==> config.mk <==
export PLATFORM = sky130hd
export DESIGN_NAME = readability_grade_counter
export DESIGN_NICKNAME = d
export VERILOG_FILES = /design/src/rgc_pkg.sv /design/src/rgc_front.sv /design/src/rgc_queue.sv /design/src/rgc_back.sv /design/src/readability_grade_counter.sv
export SDC_FILE = /design/constraint.sdc
export NUM_CORES = 1
export LEC_CHECK = 0
export BUFFER_PORTS_ARGS = -buffer_cell sky130_fd_sc_hd__buf_4
export CORE_ASPECT_RATIO = 0.7
export CORE_MARGIN = 4
export CORE_UTILIZATION = 45
export CTS_BUF_LIST = sky130_fd_sc_hd__clkbuf_4 sky130_fd_sc_hd__clkbuf_8
export DETAILED_ROUTE_END_ITERATION = 10
export GPL_TIMING_DRIVEN = 0
export PLACE_DENSITY = 0.66
export SYNTH_ARGS = -nofsm -noshare
export SYNTH_HDL_FRONTEND = slang
export SYNTH_HIERARCHICAL = 1
export SYNTH_SLANG_ARGS = --single-unit
==> constraint.sdc <==
create_clock -name i_clk -period 11.37 [get_ports i_clk]
set_clock_uncertainty 0.1 [all_clocks]
set_input_delay 1.137 -clock i_clk [delete_from_list [all_inputs] [get_ports i_clk]]
set_output_delay 1.137 -clock i_clk [all_outputs]
set_load 0.02 [all_outputs]
==> src/rgc_pkg.sv <==
// Shared types, widths and constants for the readability grade counter.
// Used by every module of the block; depends on nothing else.
package rgc_pkg;

    // Width of the letter, word and sentence counters.
    localparam int CountBits = 16;
    localparam int FieldBits = 16;
    localparam int GradeBits = 22;

    // Grade arithmetic widths, derived from the counter width.
    localparam int ProdLW = CountBits + 10;  // 588 * letters
    localparam int ProdSW = CountBits + 12;  // 2960 * sentences
    localparam int ProdWW = CountBits + 11;  // 1580 * words
    localparam int DenW   = CountBits + 7;   // 100 * words
    localparam int SumW   = CountBits + 13;  // magnitude of the numerator
    localparam int DvdW   = SumW + 1;        // 2 * magnitude + denominator
    localparam int DvsW   = DenW + 1;        // 2 * denominator
    localparam int StepW  = $clog2(DvdW);

    localparam int CoefLetter   = 588;
    localparam int CoefSentence = 2960;
    localparam int CoefWord     = 1580;
    localparam int CoefDen      = 100;

    localparam int GradePosLimit = (1 << (GradeBits - 1)) - 1;
    localparam int GradeNegLimit = (1 << (GradeBits - 1));

    localparam logic [7:0] CharUpperA  = 8'h41;
    localparam logic [7:0] CharUpperZ  = 8'h5A;
    localparam logic [7:0] CharLowerA  = 8'h61;
    localparam logic [7:0] CharLowerZ  = 8'h7A;
    localparam logic [7:0] CharSpace   = 8'h20;
    localparam logic [7:0] CharTab     = 8'h09;
    localparam logic [7:0] CharPeriod  = 8'h2E;
    localparam logic [7:0] CharQuery   = 8'h3F;
    localparam logic [7:0] CharExclaim = 8'h21;

    localparam logic [1:0] BandLow  = 2'd0;
    localparam logic [1:0] BandMid  = 2'd1;
    localparam logic [1:0] BandHigh = 2'd2;

    localparam logic signed [GradeBits-1:0] GradeBottom = GradeBits'(1);
    localparam logic signed [GradeBits-1:0] GradeTop    = GradeBits'(16);

    typedef struct packed {
        logic [7:0] text_byte;
        logic       no_char;
        logic       end_of_text;
    } t_in_req;

    typedef struct packed {
        logic signed [GradeBits-1:0] grade;
        logic [1:0]                  band;
        logic [FieldBits-1:0]        letters;
        logic [FieldBits-1:0]        words;
        logic [FieldBits-1:0]        sentences;
        logic                        overflow;
    } t_out_req;

    // Counts of one finished text, handed from the front to the back.
    typedef struct packed {
        logic [CountBits-1:0] letters;
        logic [CountBits-1:0] words;
        logic [CountBits-1:0] sentences;
        logic                 overflow;
    } t_snap;

endpackage

==> src/rgc_front.sv <==
// Front end: classifies each byte and keeps the saturating counters.
// Depends on rgc_pkg; feeds finished texts into rgc_queue.
module rgc_front (
    input  logic             i_clk,
    input  logic             i_rst_n,
    input  logic             i_push,
    input  rgc_pkg::t_in_req i_req,
    input  logic             i_q_full,
    output logic             o_full,
    output logic             o_q_push,
    output rgc_pkg::t_snap   o_q_data
);

    localparam logic [rgc_pkg::CountBits-1:0] CountMax = '1;

    logic [rgc_pkg::CountBits-1:0] r_letters, n_letters;
    logic [rgc_pkg::CountBits-1:0] r_words, n_words;
    logic [rgc_pkg::CountBits-1:0] r_sentences, n_sentences;
    logic                          r_ovf, n_ovf;
    logic                          accept;
    logic                          is_letter, is_blank, is_mark;
    logic [7:0]                    ch;

    assign ch       = i_req.text_byte;
    assign accept   = i_push && !i_q_full;
    assign o_full   = i_q_full;
    assign o_q_push = accept && i_req.end_of_text;

    always_comb begin
        is_letter = !i_req.no_char &&
                    ((ch >= rgc_pkg::CharUpperA && ch <= rgc_pkg::CharUpperZ) ||
                     (ch >= rgc_pkg::CharLowerA && ch <= rgc_pkg::CharLowerZ));
        is_blank  = !i_req.no_char &&
                    (ch == rgc_pkg::CharSpace || ch == rgc_pkg::CharTab);
        is_mark   = !i_req.no_char &&
                    (ch == rgc_pkg::CharPeriod || ch == rgc_pkg::CharQuery ||
                     ch == rgc_pkg::CharExclaim);

        n_letters   = r_letters;
        n_words     = r_words;
        n_sentences = r_sentences;
        n_ovf       = r_ovf;
        if (is_letter) begin
            if (r_letters == CountMax) n_ovf = 1'b1;
            else n_letters = r_letters + 1'b1;
        end
        if (is_blank) begin
            if (r_words == CountMax) n_ovf = 1'b1;
            else n_words = r_words + 1'b1;
        end
        if (is_mark) begin
            if (r_sentences == CountMax) n_ovf = 1'b1;
            else n_sentences = r_sentences + 1'b1;
        end
    end

    assign o_q_data.letters   = n_letters;
    assign o_q_data.words     = n_words;
    assign o_q_data.sentences = n_sentences;
    assign o_q_data.overflow  = n_ovf;

    always_ff @(posedge i_clk) begin
        if (!i_rst_n) begin
            r_letters   <= '0;
            r_words     <= rgc_pkg::CountBits'(1);
            r_sentences <= '0;
            r_ovf       <= 1'b0;
        end else if (accept) begin
            if (i_req.end_of_text) begin
                r_letters   <= '0;
                r_words     <= rgc_pkg::CountBits'(1);
                r_sentences <= '0;
                r_ovf       <= 1'b0;
            end else begin
                r_letters   <= n_letters;
                r_words     <= n_words;
                r_sentences <= n_sentences;
                r_ovf       <= n_ovf;
            end
        end
    end

    a_word_floor: assert property (@(posedge i_clk) disable iff (!i_rst_n)
        r_words != '0) else $error("word count dropped to zero");

    a_clear_after_last: assert property (@(posedge i_clk) disable iff (!i_rst_n)
        o_q_push |=> (r_letters == '0 && r_sentences == '0 && !r_ovf))
        else $error("counters not cleared after end of text");

    a_push_not_full: assert property (@(posedge i_clk) disable iff (!i_rst_n)
        o_q_push |-> !i_q_full) else $error("snapshot pushed into a full queue");

endmodule

==> src/rgc_queue.sv <==
// Two-entry queue of finished text counts between front and back.
// Depends on rgc_pkg for the snapshot type.
module rgc_queue (
    input  logic           i_clk,
    input  logic           i_rst_n,
    input  logic           i_push,
    input  rgc_pkg::t_snap i_data,
    input  logic           i_pop,
    output logic           o_full,
    output logic           o_empty,
    output rgc_pkg::t_snap o_data
);

    rgc_pkg::t_snap r_mem [2];
    logic           r_wr_ptr, r_rd_ptr;
    logic [1:0]     r_count;
    logic           do_push, do_pop;

    assign o_full  = (r_count == 2'd2);
    assign o_empty = (r_count == 2'd0);
    assign o_data  = r_mem[r_rd_ptr];
    assign do_push = i_push && !o_full;
    assign do_pop  = i_pop && !o_empty;

    always_ff @(posedge i_clk) begin
        if (do_push) begin
            r_mem[r_wr_ptr] <= i_data;
        end
    end

    always_ff @(posedge i_clk) begin
        if (!i_rst_n) begin
            r_wr_ptr <= 1'b0;
            r_rd_ptr <= 1'b0;
            r_count  <= 2'd0;
        end else begin
            if (do_push) r_wr_ptr <= !r_wr_ptr;
            if (do_pop)  r_rd_ptr <= !r_rd_ptr;
            if (do_push && !do_pop)      r_count <= r_count + 2'd1;
            else if (do_pop && !do_push) r_count <= r_count - 2'd1;
        end
    end

    a_count_range: assert property (@(posedge i_clk) disable iff (!i_rst_n)
        r_count != 2'd3) else $error("queue count out of range");

    a_ptr_match: assert property (@(posedge i_clk) disable iff (!i_rst_n)
        (r_count == 2'd0 || r_count == 2'd2) |-> (r_wr_ptr == r_rd_ptr))
        else $error("queue pointers disagree with count");

    a_no_pop_empty: assert property (@(posedge i_clk) disable iff (!i_rst_n)
        i_pop |-> !o_empty) else $error("pop from empty queue");

endmodule

==> src/rgc_back.sv <==
// Back end: turns one text's counts into the rounded grade and band.
// Depends on rgc_pkg; takes counts from rgc_queue, holds the result register.
module rgc_back (
    input  logic              i_clk,
    input  logic              i_rst_n,
    input  logic              i_q_empty,
    input  rgc_pkg::t_snap    i_q_data,
    output logic              o_q_pop,
    input  logic              i_pop,
    output logic              o_empty,
    output rgc_pkg::t_out_req o_res
);

    localparam logic [2:0] StIdle = 3'd0;
    localparam logic [2:0] StMul  = 3'd1;
    localparam logic [2:0] StPrep = 3'd2;
    localparam logic [2:0] StDiv  = 3'd3;
    localparam logic [2:0] StFin  = 3'd4;

    localparam logic [rgc_pkg::DvdW-1:0] PosLimit = rgc_pkg::DvdW'(rgc_pkg::GradePosLimit);
    localparam logic [rgc_pkg::DvdW-1:0] NegLimit = rgc_pkg::DvdW'(rgc_pkg::GradeNegLimit);

    logic [2:0]                  r_state;
    rgc_pkg::t_snap              r_snap;
    logic [rgc_pkg::ProdLW-1:0]  r_p_l;
    logic [rgc_pkg::ProdSW-1:0]  r_p_s;
    logic [rgc_pkg::ProdWW-1:0]  r_p_w;
    logic [rgc_pkg::DenW-1:0]    r_den;
    logic                        r_neg;
    logic [rgc_pkg::DvdW-1:0]    r_dvd;
    logic [rgc_pkg::DvsW-1:0]    r_dvs;
    logic [rgc_pkg::DvsW-1:0]    r_rem;
    logic [rgc_pkg::StepW-1:0]   r_step;
    logic                        r_out_valid;
    rgc_pkg::t_out_req           r_out;

    logic [rgc_pkg::SumW-1:0]    pos_sum, neg_sum, mag;
    logic                        is_neg;
    logic [rgc_pkg::DvsW:0]      trial;
    logic                        ge;
    logic signed [rgc_pkg::GradeBits-1:0] grade;
    logic [1:0]                  band;
    logic                        out_free;

    assign o_q_pop  = (r_state == StIdle) && !i_q_empty;
    assign o_empty  = !r_out_valid;
    assign o_res    = r_out;
    assign out_free = !r_out_valid || i_pop;

    always_comb begin
        pos_sum = rgc_pkg::SumW'(r_p_l);
        neg_sum = rgc_pkg::SumW'(r_p_s) + rgc_pkg::SumW'(r_p_w);
        is_neg  = neg_sum > pos_sum;
        mag     = is_neg ? (neg_sum - pos_sum) : (pos_sum - neg_sum);
        trial   = {r_rem, r_dvd[rgc_pkg::DvdW-1]};
        ge      = trial >= {1'b0, r_dvs};
    end

    // Sign and clamp the quotient, then sort it into a band.
    always_comb begin
        if (r_neg) begin
            if (r_dvd > NegLimit) grade = {1'b1, {(rgc_pkg::GradeBits-1){1'b0}}};
            else grade = -$signed(r_dvd[rgc_pkg::GradeBits-1:0]);
        end else begin
            if (r_dvd > PosLimit) grade = {1'b0, {(rgc_pkg::GradeBits-1){1'b1}}};
            else grade = $signed(r_dvd[rgc_pkg::GradeBits-1:0]);
        end
        if (grade < rgc_pkg::GradeBottom)   band = rgc_pkg::BandLow;
        else if (grade > rgc_pkg::GradeTop) band = rgc_pkg::BandHigh;
        else                                band = rgc_pkg::BandMid;
    end

    always_ff @(posedge i_clk) begin
        case (r_state)
            StIdle: begin
                if (o_q_pop) r_snap <= i_q_data;
            end
            StMul: begin
                r_p_l <= rgc_pkg::ProdLW'(r_snap.letters) *
                         rgc_pkg::ProdLW'(rgc_pkg::CoefLetter);
                r_p_s <= rgc_pkg::ProdSW'(r_snap.sentences) *
                         rgc_pkg::ProdSW'(rgc_pkg::CoefSentence);
                r_p_w <= rgc_pkg::ProdWW'(r_snap.words) *
                         rgc_pkg::ProdWW'(rgc_pkg::CoefWord);
                r_den <= rgc_pkg::DenW'(r_snap.words) * rgc_pkg::DenW'(rgc_pkg::CoefDen);
            end
            StPrep: begin
                r_neg  <= is_neg;
                r_dvd  <= {mag, 1'b0} + rgc_pkg::DvdW'(r_den);
                r_dvs  <= {r_den, 1'b0};
                r_rem  <= '0;
                r_step <= rgc_pkg::StepW'(rgc_pkg::DvdW - 1);
            end
            StDiv: begin
                r_rem  <= ge ? rgc_pkg::DvsW'(trial - {1'b0, r_dvs}) : rgc_pkg::DvsW'(trial);
                r_dvd  <= {r_dvd[rgc_pkg::DvdW-2:0], ge};
                r_step <= r_step - 1'b1;
            end
            StFin: begin
                if (out_free) begin
                    r_out.grade     <= grade;
                    r_out.band      <= band;
                    r_out.letters   <= rgc_pkg::FieldBits'(r_snap.letters);
                    r_out.words     <= rgc_pkg::FieldBits'(r_snap.words);
                    r_out.sentences <= rgc_pkg::FieldBits'(r_snap.sentences);
                    r_out.overflow  <= r_snap.overflow;
                end
            end
            default: begin
            end
        endcase
    end

    always_ff @(posedge i_clk) begin
        if (!i_rst_n) begin
            r_state     <= StIdle;
            r_out_valid <= 1'b0;
        end else begin
            case (r_state)
                StIdle: if (o_q_pop) r_state <= StMul;
                StMul:  r_state <= StPrep;
                StPrep: r_state <= StDiv;
                StDiv:  if (r_step == '0) r_state <= StFin;
                StFin:  if (out_free) r_state <= StIdle;
                default: r_state <= StIdle;
            endcase
            if (r_state == StFin && out_free) r_out_valid <= 1'b1;
            else if (i_pop) r_out_valid <= 1'b0;
        end
    end

    a_div_ends: assert property (@(posedge i_clk) disable iff (!i_rst_n)
        (r_state == StDiv && r_step == '0) |=> r_state == StFin)
        else $error("division did not finish after its last step");

    a_fin_waits: assert property (@(posedge i_clk) disable iff (!i_rst_n)
        (r_state == StFin && r_out_valid && !i_pop) |=> (r_state == StFin && r_out_valid))
        else $error("finished grade lost while result register busy");

    a_rem_bound: assert property (@(posedge i_clk) disable iff (!i_rst_n)
        r_state == StDiv |-> r_rem < r_dvs)
        else $error("division remainder not below divisor");

endmodule

==> src/readability_grade_counter.sv <==
// Top level of the Coleman-Liau readability grade counter.
// Depends on rgc_pkg and instantiates rgc_front, rgc_queue and rgc_back.
//
//   Channel | Handshake                     | Payload
//   --------+-------------------------------+-------------------------------
//   input   | push in, full out             | i_req  (rgc_pkg::t_in_req)
//   result  | empty out, pop in             | o_res  (rgc_pkg::t_out_req)
//
// Text bytes are taken one per cycle and the front end never stalls on its own;
// full rises only while two finished texts wait in the queue for the back end.
// The back end takes one text at a time: it pops the counts, forms the products and then
// the dividend, runs CountBits + 14 divider steps, and loads the result register,
// where it stalls while empty is low and pop is not asserted.
// Reset is synchronous and active low; it leaves zero letters, one word, zero sentences.
module readability_grade_counter (
    input  logic              i_clk,
    input  logic              i_rst_n,
    input  logic              push,
    input  rgc_pkg::t_in_req  i_req,
    output logic              full,
    output logic              empty,
    input  logic              pop,
    output rgc_pkg::t_out_req o_res
);

    // Counts of a finished text on their way from front to back.
    logic           q_push, q_full, q_empty, q_pop;
    rgc_pkg::t_snap q_wr_data, q_rd_data;

    // The front end counts letters, blanks and sentence marks, and on the
    // last byte of a text captures the final counts and clears itself.
    rgc_front u_front (
        .i_clk    (i_clk),
        .i_rst_n  (i_rst_n),
        .i_push   (push),
        .i_req    (i_req),
        .i_q_full (q_full),
        .o_full   (full),
        .o_q_push (q_push),
        .o_q_data (q_wr_data)
    );

    // The queue lets the front keep streaming while the back divides.
    rgc_queue u_queue (
        .i_clk   (i_clk),
        .i_rst_n (i_rst_n),
        .i_push  (q_push),
        .i_data  (q_wr_data),
        .i_pop   (q_pop),
        .o_full  (q_full),
        .o_empty (q_empty),
        .o_data  (q_rd_data)
    );

    // The back end forms (588L - 2960S - 1580W) / (100W), rounds half away
    // from zero, clamps to 22 bits and sorts the grade into its band.
    rgc_back u_back (
        .i_clk     (i_clk),
        .i_rst_n   (i_rst_n),
        .i_q_empty (q_empty),
        .i_q_data  (q_rd_data),
        .o_q_pop   (q_pop),
        .i_pop     (pop),
        .o_empty   (empty),
        .o_res     (o_res)
    );

endmodule
==> results.json, run 1 <==
{
  "maxSlewViolCount": 0,
  "slew_headroom_pct": 29.9,
  "clock_latency_ns": 0.70,
  "dp_hpwl_um": 59400,
  "cp_slowest_cell": "clkbuf_1",
  "antenna_found_initial": 3,
  "ios": 89,
  "min_period_ns": 9.52,
  "cts.clk_slew.worst_paths_ns": 0.06,
  "vias": 22800,
  "fmax_ghz": 0.105,
  "cp.required_ns": 11.66,
  "max_stage_delay_ns": 0.49,
  "portBuffers": 86,
  "gp_congestion": 0.896,
  "netlist.top_cell.by_area": "edfxtp_1",
  "cts_buffers": 76,
  "synth_cells": 3033,
  "grt-ovfl-total": 0,
  "hold_viol": 0,
  "finalCritPeriodShare_pct": 83.7,
  "totalWireLength_um": 76500,
  "syn_avg_cell_area_um2": 10.5,
  "synth_edf_count": 394,
  "vias_per_cell": 5.44,
  "placementRows": 81,
  "netlist_area_um2": 31700,
  "cts_tree": "done",
  "grt_pass1_vias": 22200,
  "status": "finished, final reports clean",
  "synth-async-reset-ratio_pct": 0,
  "cts_setup_buffers": 0,
  "start_util_pct": 45.4,
  "die_h_um": 230,
  "syn_nets": 3506,
  "cts.root.buffer_cell": "clkbuf_8",
  "synth_area_leaders": "edfxtp_1 37%, ha_1 14%, fa_1 7.1%, inv_1 4.7%, dfxtp_1 3.7%",
  "synth-main-ff-cell": "edfxtp_1",
  "drc": 0,
  "crit_type": "reg2reg",
  "setup_viol": 0,
  "cap_violations": 0,
  "yosysWarnings": 6,
  "nNetsFinal": 3691,
  "routedWlPerCell_um": 18.2,
  "cts.sinks": 452,
  "cts_max_level": 3,
  "postRouteAntennaNets": 0,
  "path_max_fanout": 10,
  "yosys_register_bits": 452,
  "startpoint_type": "flop",
  "fp.coreArea_um2": 69800,
  "die_w_um": 325,
  "drive_gt1_share_pct": 10.4,
  "dieArea_um2": 74900,
  "rsz0062_at_grt": "no",
  "setup_tns_ns": 0,
  "dr.pass1.iters": 6,
  "ys_types": 93,
  "critPathCaptureType": "flop",
  "post_cts_resized": 0,
  "drt_iter0_markers": 1785,
  "tightest_slew_ns": 1.04,
  "hp-class": "reg2reg",
  "grt_max_degree": 66,
  "area_growth_pct": 11.8,
  "synth_top_area_share_pct": 37.3,
  "hold_buffers": 0,
  "grt_pass1_wl_um": 122000,
  "cts_buffer_depth": 3,
  "crit_arrival_ns": 9.81,
  "ys_seq_area_share_pct": 41.0,
  "grt_usage_pct": 20.4
}
-- layout make-up --
| type | count | area [µm²] |
|---|---|---|
| Tap cell | 913 | 1140 |
| Antenna cell | 3 | 7.51 |
| Clock inverter | 34 | 340 |
| Fill cell | 6195 | 34400 |
| Clock buffer | 105 | 1300 |
| Sequential cell | 452 | 13000 |
| Inverter | 400 | 1500 |
| Timing Repair Buffer | 107 | 926 |
| Multi-Input combinational cell | 2099 | 16900 |
| Buffer | 82 | 377 |
-- logic make-up after synthesis --
logic type | count (synthesis) | synth area share, %
fa+ha+maj | 459 | 20.8
flops | 452 | 41.0
xor+xnor | 176 | 4.86
simple gates | 738 | 11.8
buf+inv | 482 | 5.91
compound gates | 657 | 13.3
mux | 69 | 2.39
-- metrics by stage --
| step | setup slack [ns] | hold WS (ns) | std cells | utilization (%) | instance area, µm² |
|---|---|---|---|---|---|
| after floorplan | 3.23 | 0.300 | 3033 | - | 31700 |
| after global placement | 0.0976 | 0.304 | 4032 | 48.0 | 33500 |
| after detailed placement | 2.13 | 0.324 | 4053 | 48.4 | 33800 |
| after CTS | 2.03 | 0.319 | 4192 | 50.8 | 35500 |
| after global routing | 1.13 | 0.344 | 4194 | 50.8 | 35500 |
| final | 1.85 | 0.318 | 4195 | 50.8 | 35500 |
-- cells in the mapped netlist, drive strengths merged (20+ instances only) --
master  count
o21bai     20
o21a       34
nor2      209
nand4      31
and3       24
nand3      50
a31oi      36
nand2b     29
nor2b      28
nand2     168
and2       24
clkbuf     69
nor3       56
a21o       76
edfxtp    394
nor4       20
inv       400
dfxtp      58
xor2       80
or3        31
fa        113
ha        346
a211oi     23
a21oi     209
o211ai     30
xnor2      96
mux2       53
o21ai     112
-- flip-flops by register name (all words and copies together) (netlist names), 2 cells and up, named ones only --
signal,flops
u_queue/r_mem,98
u_back/o_res,73
u_back/r_snap,49
u_back/r_dvd,30
u_back/r_p_l,24
u_back/r_p_s,24
u_back/r_p_w,24
u_back/r_rem,24
u_back/r_den,21
u_back/r_dvs,21
u_front/r_letters,16
u_front/r_sentences,16
u_front/r_words,16
u_back/r_step,5
u_back/r_state,3
u_queue/r_count,2
-- path summary, 6_finish.rpt --
| path | from | to | slack (ns) | cells past startpoint |
|---|---|---|---|---|
| setup / recovery | u_back/r_p_s[4] | u_back/r_dvd[29] | 1.85 | 36 |
| hold / removal | u_back/r_snap[0] | u_back/o_res[0] | 0.32 | 0 |
| setup reg to reg | u_back/r_p_s[4] | u_back/r_dvd[29] | 1.85 | 36 |
| hold reg to reg | u_back/r_snap[0] | u_back/o_res[0] | 0.32 | 0 |
-- metal layers --
layer | share of wire (%) | track usage [%] | vias up
met5 | 0.022 | 0 | -
met4 | 1.4 | 3.99 | 2
met3 | 7.5 | 4.95 | 84
met2 | 42 | 29.8 | 603
met1 | 50 | 30.9 | 10900
li1 | - | - | 11200
-- critical path: cells and delay by family (launching register included) --
kind / cells / cell delay, ns
AND/OR/NAND/NOR: 8 / 1.56
XOR/XNOR: 3 / 0.52
multiplexers: 1 / 0.26
buffers and inverters: 5 / 1.48
adder cells (fa/ha/maj): 4 / 1.17
flip-flops: 1 / 0.39
AO/OA/AOI/OAI: 15 / 3.71
-- placed cells by master, fill, tap and decap left out, types with 12 or more instances in the layout --
master,n
and2_1,23
buf_4,95
xnor2_1,96
ha_1,346
clkbuf_8,85
nor2b_1,27
nor4_1,16
o21ai_0,102
o21a_1,33
a21oi_1,209
a21o_1,73
and3_1,23
o211ai_1,30
or3_1,29
a31oi_1,36
nor3b_1,17
mux2_2,43
nand3_1,50
clkinv_2,12
dfxtp_1,58
o22ai_1,15
fa_1,113
clkbuf_4,24
inv_1,398
or4_1,14
nor3_1,53
o21bai_1,20
nand4_1,31
edfxtp_1,394
nand2b_1,29
a211oi_1,22
mux2i_1,16
nor2_1,206
nand2_1,166
clkbuf_1,65
xor2_1,80
Power of run 1 is left out: the tool's default activity adds up to more than one toggle a clock period on the data nets, which glitch-free logic cannot reach.
==> run 2, diff against run 1 <==
clock period = 9.3 ns   (was 11.37 ns; I/O delays follow)
==> run 2 against run 1 <==
  * Non-clock buffer count is 2 lower
  * Die area stayed put
  * Count of clock-buffer cells in the layout stayed put
  * Cell count hardly changed
  * Flip-flop and latch count stayed put
  * Register-to-register slack worse by 1.3 ns
  * First-iteration DRC count is 3.2% lower
  * Utilization hardly changed
  * Via count is 0.13% lower
  * Critical endpoint unchanged
  * Largest cell class unchanged
==> results.json, run 2 (synthesis results as in run 1) <==
{
  "grt_usage_pct": 20.4,
  "hold_viol": 0,
  "place_inst": 4053,
  "cts.sinks": 452,
  "clock_latency_ns": 0.70,
  "final_common_cell": "inv_1",
  "dr.pass1.iters": 5,
  "cts.root.buffer_cell": "clkbuf_8",
  "cap_violations": 0,
  "gp_congestion": 0.896,
  "regMostFlops": "u_queue/r_mem",
  "critPathCaptureType": "flop",
  "cts_buffer_depth": 3,
  "area_growth_pct": 11.9,
  "die_w_um": 325,
  "mostFrequentLayoutCells": "398 x inv_1, 394 x edfxtp_1, 346 x ha_1, 208 x a21oi_1, 206 x nor2_1",
  "fmax_ghz": 0.114,
  "grt-ovfl-total": 0,
  "cts_tree": "done",
  "postLayoutCoreUtil_pct": 50.8,
  "cpMostUsedCell": "o21ai_0",
  "maxSlewViolCount": 0,
  "ios": 89,
  "portBuffers": 86,
  "crit_arrival_ns": 9.08,
  "dieArea_um2": 74900,
  "antenna_found_initial": 3,
  "drc": 0,
  "largest_reg_flops": 98,
  "postRouteAntennaNets": 0,
  "drt_iter0_markers": 1727,
  "setup_slack_ns": 0.505,
  "grt_pass1_wl_um": 122000,
  "dp_hpwl_um": 59400,
  "cts_max_level": 3,
  "cts.clk_slew.worst_paths_ns": 0.06,
  "max_stage_delay_ns": 0.57,
  "hp-class": "reg2reg",
  "status": "finished, final reports clean",
  "min_period_ns": 8.79,
  "whs_ns": 0.318,
  "fp.coreArea_um2": 69800,
  "die_h_um": 230,
  "cp_slowest_cell": "or4_1",
  "start_util_pct": 45.4,
  "tightest_slew_ns": 1.05,
  "path_max_fanout": 16,
  "vias": 22800,
  "cp.required_ns": 9.59,
  "vias_per_cell": 5.44,
  "totalWireLength_um": 76400,
  "startpoint_type": "flop",
  "slew_headroom_pct": 29.1,
  "cts_buffers": 76,
  "finalCritPeriodShare_pct": 94.6,
  "instances_no_fill": 4193,
  "cts_setup_buffers": 0,
  "nNetsFinal": 3689,
  "setup_viol": 0,
  "dp_slack_ns": 0.0580,
  "crit_type": "reg2reg",
  "drive_gt1_share_pct": 10.6,
  "grt_pass1_vias": 22200,
  "placementRows": 81,
  "grt_max_degree": 66,
  "fill_cells": 6194,
  "hold_buffers": 0,
  "routedWlPerCell_um": 18.2
}
-- run 2: changes by cell type in the layout (fill, tap and decap cells not counted), sizes merged --
cell / change
clkbuf: -2
-- run 2: area by class of cell --
cell class / instances / area, µm² / area share [%]
inverters: 400 / 1500 / 4.23
well taps: 913 / 1140 / 3.22
clock inverters: 34 / 340 / 0.959
clock buffers: 105 / 1300 / 3.67
plain buffers: 80 / 369 / 1.04
flip-flops and latches: 452 / 13000 / 36.6
diodes: 3 / 7.51 / 0.0212
multi-input cells: 2099 / 16900 / 47.6
repair buffers: 107 / 926 / 2.61
-- run 2: critical path: cells and delay by family (launching register included) --
family / cells / cell delay [ns]
compound gates: 15 / 3.39
xor+xnor: 3 / 0.50
fa+ha+maj: 3 / 0.91
buf+inv: 3 / 0.85
flops: 1 / 0.44
mux: 1 / 0.21
simple gates: 10 / 2.06
-- run 2: through the flow --
stage / setup TNS [ns] / area [µm²]
floorplan: 0 / 31700
global placement: -186.40 / 33500
detailed placement: 0 / 33800
CTS: 0 / 35500
global route: -0.0504 / 35500
finish: 0 / 35500
-- run 2: timing repair --
action,4_1_cts,5_1_grt
pin swaps,0,0
setup endpoints to repair,1,4
resized for setup,0,4
-- run 2: final timing paths --
check / start / endpoint / slack [ns] / cells after the start
worst min-delay path: u_back/r_snap[0] / u_back/o_res[0] / 0.32 / 0
worst min register to register: u_back/r_snap[0] / u_back/o_res[0] / 0.32 / 0
worst max-delay path: u_back/r_p_s[5] / u_back/r_dvd[29] / 0.51 / 35
worst max register to register: u_back/r_p_s[5] / u_back/r_dvd[29] / 0.51 / 35
-- run 2: per-layer routing --
metal | global-route usage (%) | routed length, µm
met5 | 0 | 17
met4 | 3.99 | 1030
met3 | 4.88 | 5580
met2 | 29.8 | 31800
met1 | 30.9 | 38000
Power of run 2 is left out for the same reason.
==> run 3, diff against run 2 <==
SYNTH_HIERARCHICAL = not set   (was 1)
==> run 3 against run 2 <==
  * Design area is 2.8% lower
  * Flip-flop and latch count is 1 lower
  * Critical path depth is 2 higher
  * Register-to-register slack worse by 0.098 ns
  * Critical path type unchanged
  * Hold slack better by 0.0058 ns
  * Critical endpoint is now u_back.r_dvd[28]
  * Count of clock-buffer cells in the layout is 8 lower
  * Cell count is 4.6% lower
  * Via count is 3.9% lower
  * First-iteration DRC count is 6.9% higher
  * Global-route usage is 0.059 points lower
==> results.json, run 3 <==
{
  "crit_cells": 37,
  "ys_types": 88,
  "syn_nets": 3338,
  "portBuffers": 86,
  "grt_usage_pct": 20.4,
  "synth_common_cells": "396 x inv_1, 394 x edfxtp_1, 346 x ha_1",
  "drive_gt1_share_pct": 10.6,
  "ys_seq_area_share_pct": 42.0,
  "r2r_end": "u_back.r_dvd[28]",
  "critPathLaunch": "u_back.r_p_s[4]",
  "routedWlPerCell_um": 18.8,
  "grt_max_degree": 66,
  "final_common_cell": "inv_1",
  "synth_edf_count": 394,
  "hp-class": "reg2reg",
  "cts_buffers": 73,
  "multi_input_area_um2": 16300,
  "placementRows": 80,
  "hold_buffers": 0,
  "tightest_slew_ns": 1.04,
  "vias": 21900,
  "cts_max_level": 3,
  "cts_tree": "done",
  "hold_viol": 0,
  "reg2reg_depth": 37,
  "mostFrequentLayoutCells": "395 x inv_1, 394 x edfxtp_1, 345 x ha_1, 165 x nor2_1, 153 x a21oi_1",
  "synthSimpleGateAreaFrac_pct": 10.8,
  "cap_violations": 0,
  "setup_slack_ns": 0.407,
  "final-seq-area_um2": 13000,
  "grt_pass1_vias": 21400,
  "grt-ovfl-total": 0,
  "grt_pass1_wl_um": 116000,
  "instances_no_fill": 4002,
  "cts.sinks": 451,
  "place_area_um2": 32900,
  "synth-main-ff-cell": "edfxtp_1",
  "synth_mux_area_share_pct": 2.93,
  "synth_xor_area_share_pct": 5.29,
  "status": "finished, final reports clean",
  "min_period_ns": 8.89,
  "largest_reg_flops": 98,
  "cts_buffer_depth": 3,
  "yosys_register_bits": 451,
  "max_stage_delay_ns": 0.45,
  "slew_headroom_pct": 29.7,
  "cp_slowest_cell": "o41a_1",
  "dr.pass1.iters": 6,
  "vias_per_cell": 5.48,
  "setup_tns_ns": 0,
  "r2r_setup_slack_ns": 0.41,
  "maxSlewViolCount": 0,
  "drc": 0,
  "netlist_area_um2": 30900,
  "synth_compound_area_share_pct": 12.0,
  "netlist.top_cell.by_area": "edfxtp_1",
  "crit_path_end": "u_back.r_dvd[28]",
  "gp_congestion": 0.901,
  "critPathCaptureType": "flop",
  "path_max_fanout": 10,
  "start_util_pct": 45.4,
  "synth_top_family_by_area": "adder cells",
  "synth_cells": 2865,
  "dp_hpwl_um": 58900,
  "die_h_um": 227,
  "path_buf_inv": 4,
  "regMostFlops": "u_queue.r_mem",
  "final_area_um2": 34500,
  "totalWireLength_um": 75100,
  "crit_type": "reg2reg",
  "synth_fa_ha_area_share_pct": 21.3,
  "r2r_start": "u_back.r_p_s[4]",
  "startpoint_type": "flop",
  "synth-async-reset-ratio_pct": 0,
  "yosysMostFrequentCell": "inv_1",
  "die_w_um": 321,
  "fmax_ghz": 0.112,
  "synth_area_leaders": "edfxtp_1 38%, ha_1 14%, fa_1 7.3%, inv_1 4.8%, dfxtp_1 3.7%",
  "cts.clk_slew.worst_paths_ns": 0.07,
  "place_inst": 3866,
  "synth_top_area_share_pct": 38.3,
  "cpLargestDelayFamily": "compound AO/OA/AOI/OAI gates",
  "clock_latency_ns": 0.68,
  "dieArea_um2": 72900,
  "cts.root.buffer_cell": "clkbuf_8",
  "fp.coreArea_um2": 68100,
  "postRouteAntennaNets": 0,
  "syn_avg_cell_area_um2": 10.8,
  "nNetsFinal": 3518,
  "antenna_found_initial": 1,
  "setup_viol": 0,
  "drt_iter0_markers": 1847,
  "finalCritPeriodShare_pct": 95.6,
  "fill_cells": 6143,
  "crit_arrival_ns": 9.30,
  "ios": 89,
  "area_growth_pct": 11.7,
  "yosysWarnings": 0,
  "cp.required_ns": 9.71,
  "dp_slack_ns": -1.04,
  "antenna_cells": 0
}
## run 3: metrics by stage
stage / util, % / hold WS, ns
after floorplan: - / 0.300
after global placement: 48.0 / 0.312
after detailed placement: 48.3 / 0.321
after CTS: 50.5 / 0.326
after global routing: 50.7 / 0.329
final: 50.7 / 0.324
## run 3: final cells by class
type / instances / area share [%]
Timing Repair Buffer: 106 / 2.58
Inverter: 396 / 4.31
Multi-Input combinational cell: 1956 / 47.2
Tap cell: 902 / 3.27
Clock buffer: 97 / 3.49
Buffer: 61 / 0.704
Sequential cell: 451 / 37.6
Clock inverter: 33 / 0.820
## run 3: cell families (layout without fill, tap and decap cells)
group,count (synthesis),in the layout
simple gates,664,664
compound gates,566,566
fa+ha+maj,459,459
buf+inv,458,693
flops,451,451
xor+xnor,184,184
mux,83,83
## run 3: what timing repair did
action	4_1_cts	5_1_grt
gates resized for setup	8	11
endpoints found under the setup margin	11	7
pin swaps	2	3
setup buffers	2	5
## run 3: routing by layer
metal	track usage, %	wire length [µm]	up-vias	part of all wire (%)
li1	-	-	10600	-
met1	31.0	37200	10700	49
met2	29.5	31100	624	41
met3	4.67	5670	73	7.5
met4	4.52	1180	0	1.6
met5	0	0	-	0
## run 3: worst min-delay path by stage
stage / start / to / cells past startpoint
final: u_back.r_snap[0] / u_back.o_res[0] / 0
after global routing: u_back.r_snap[0] / u_back.o_res[0] / 0
after CTS: u_back.r_snap[0] / u_back.o_res[0] / 0
after detailed placement: u_back.r_snap[0] / u_back.o_res[0] / 0
after global placement: u_back.r_snap[0] / u_back.o_res[0] / 0
after floorplan: u_back.r_snap[0] / u_back.o_res[0] / 0
Power of run 3 is left out for the same reason.
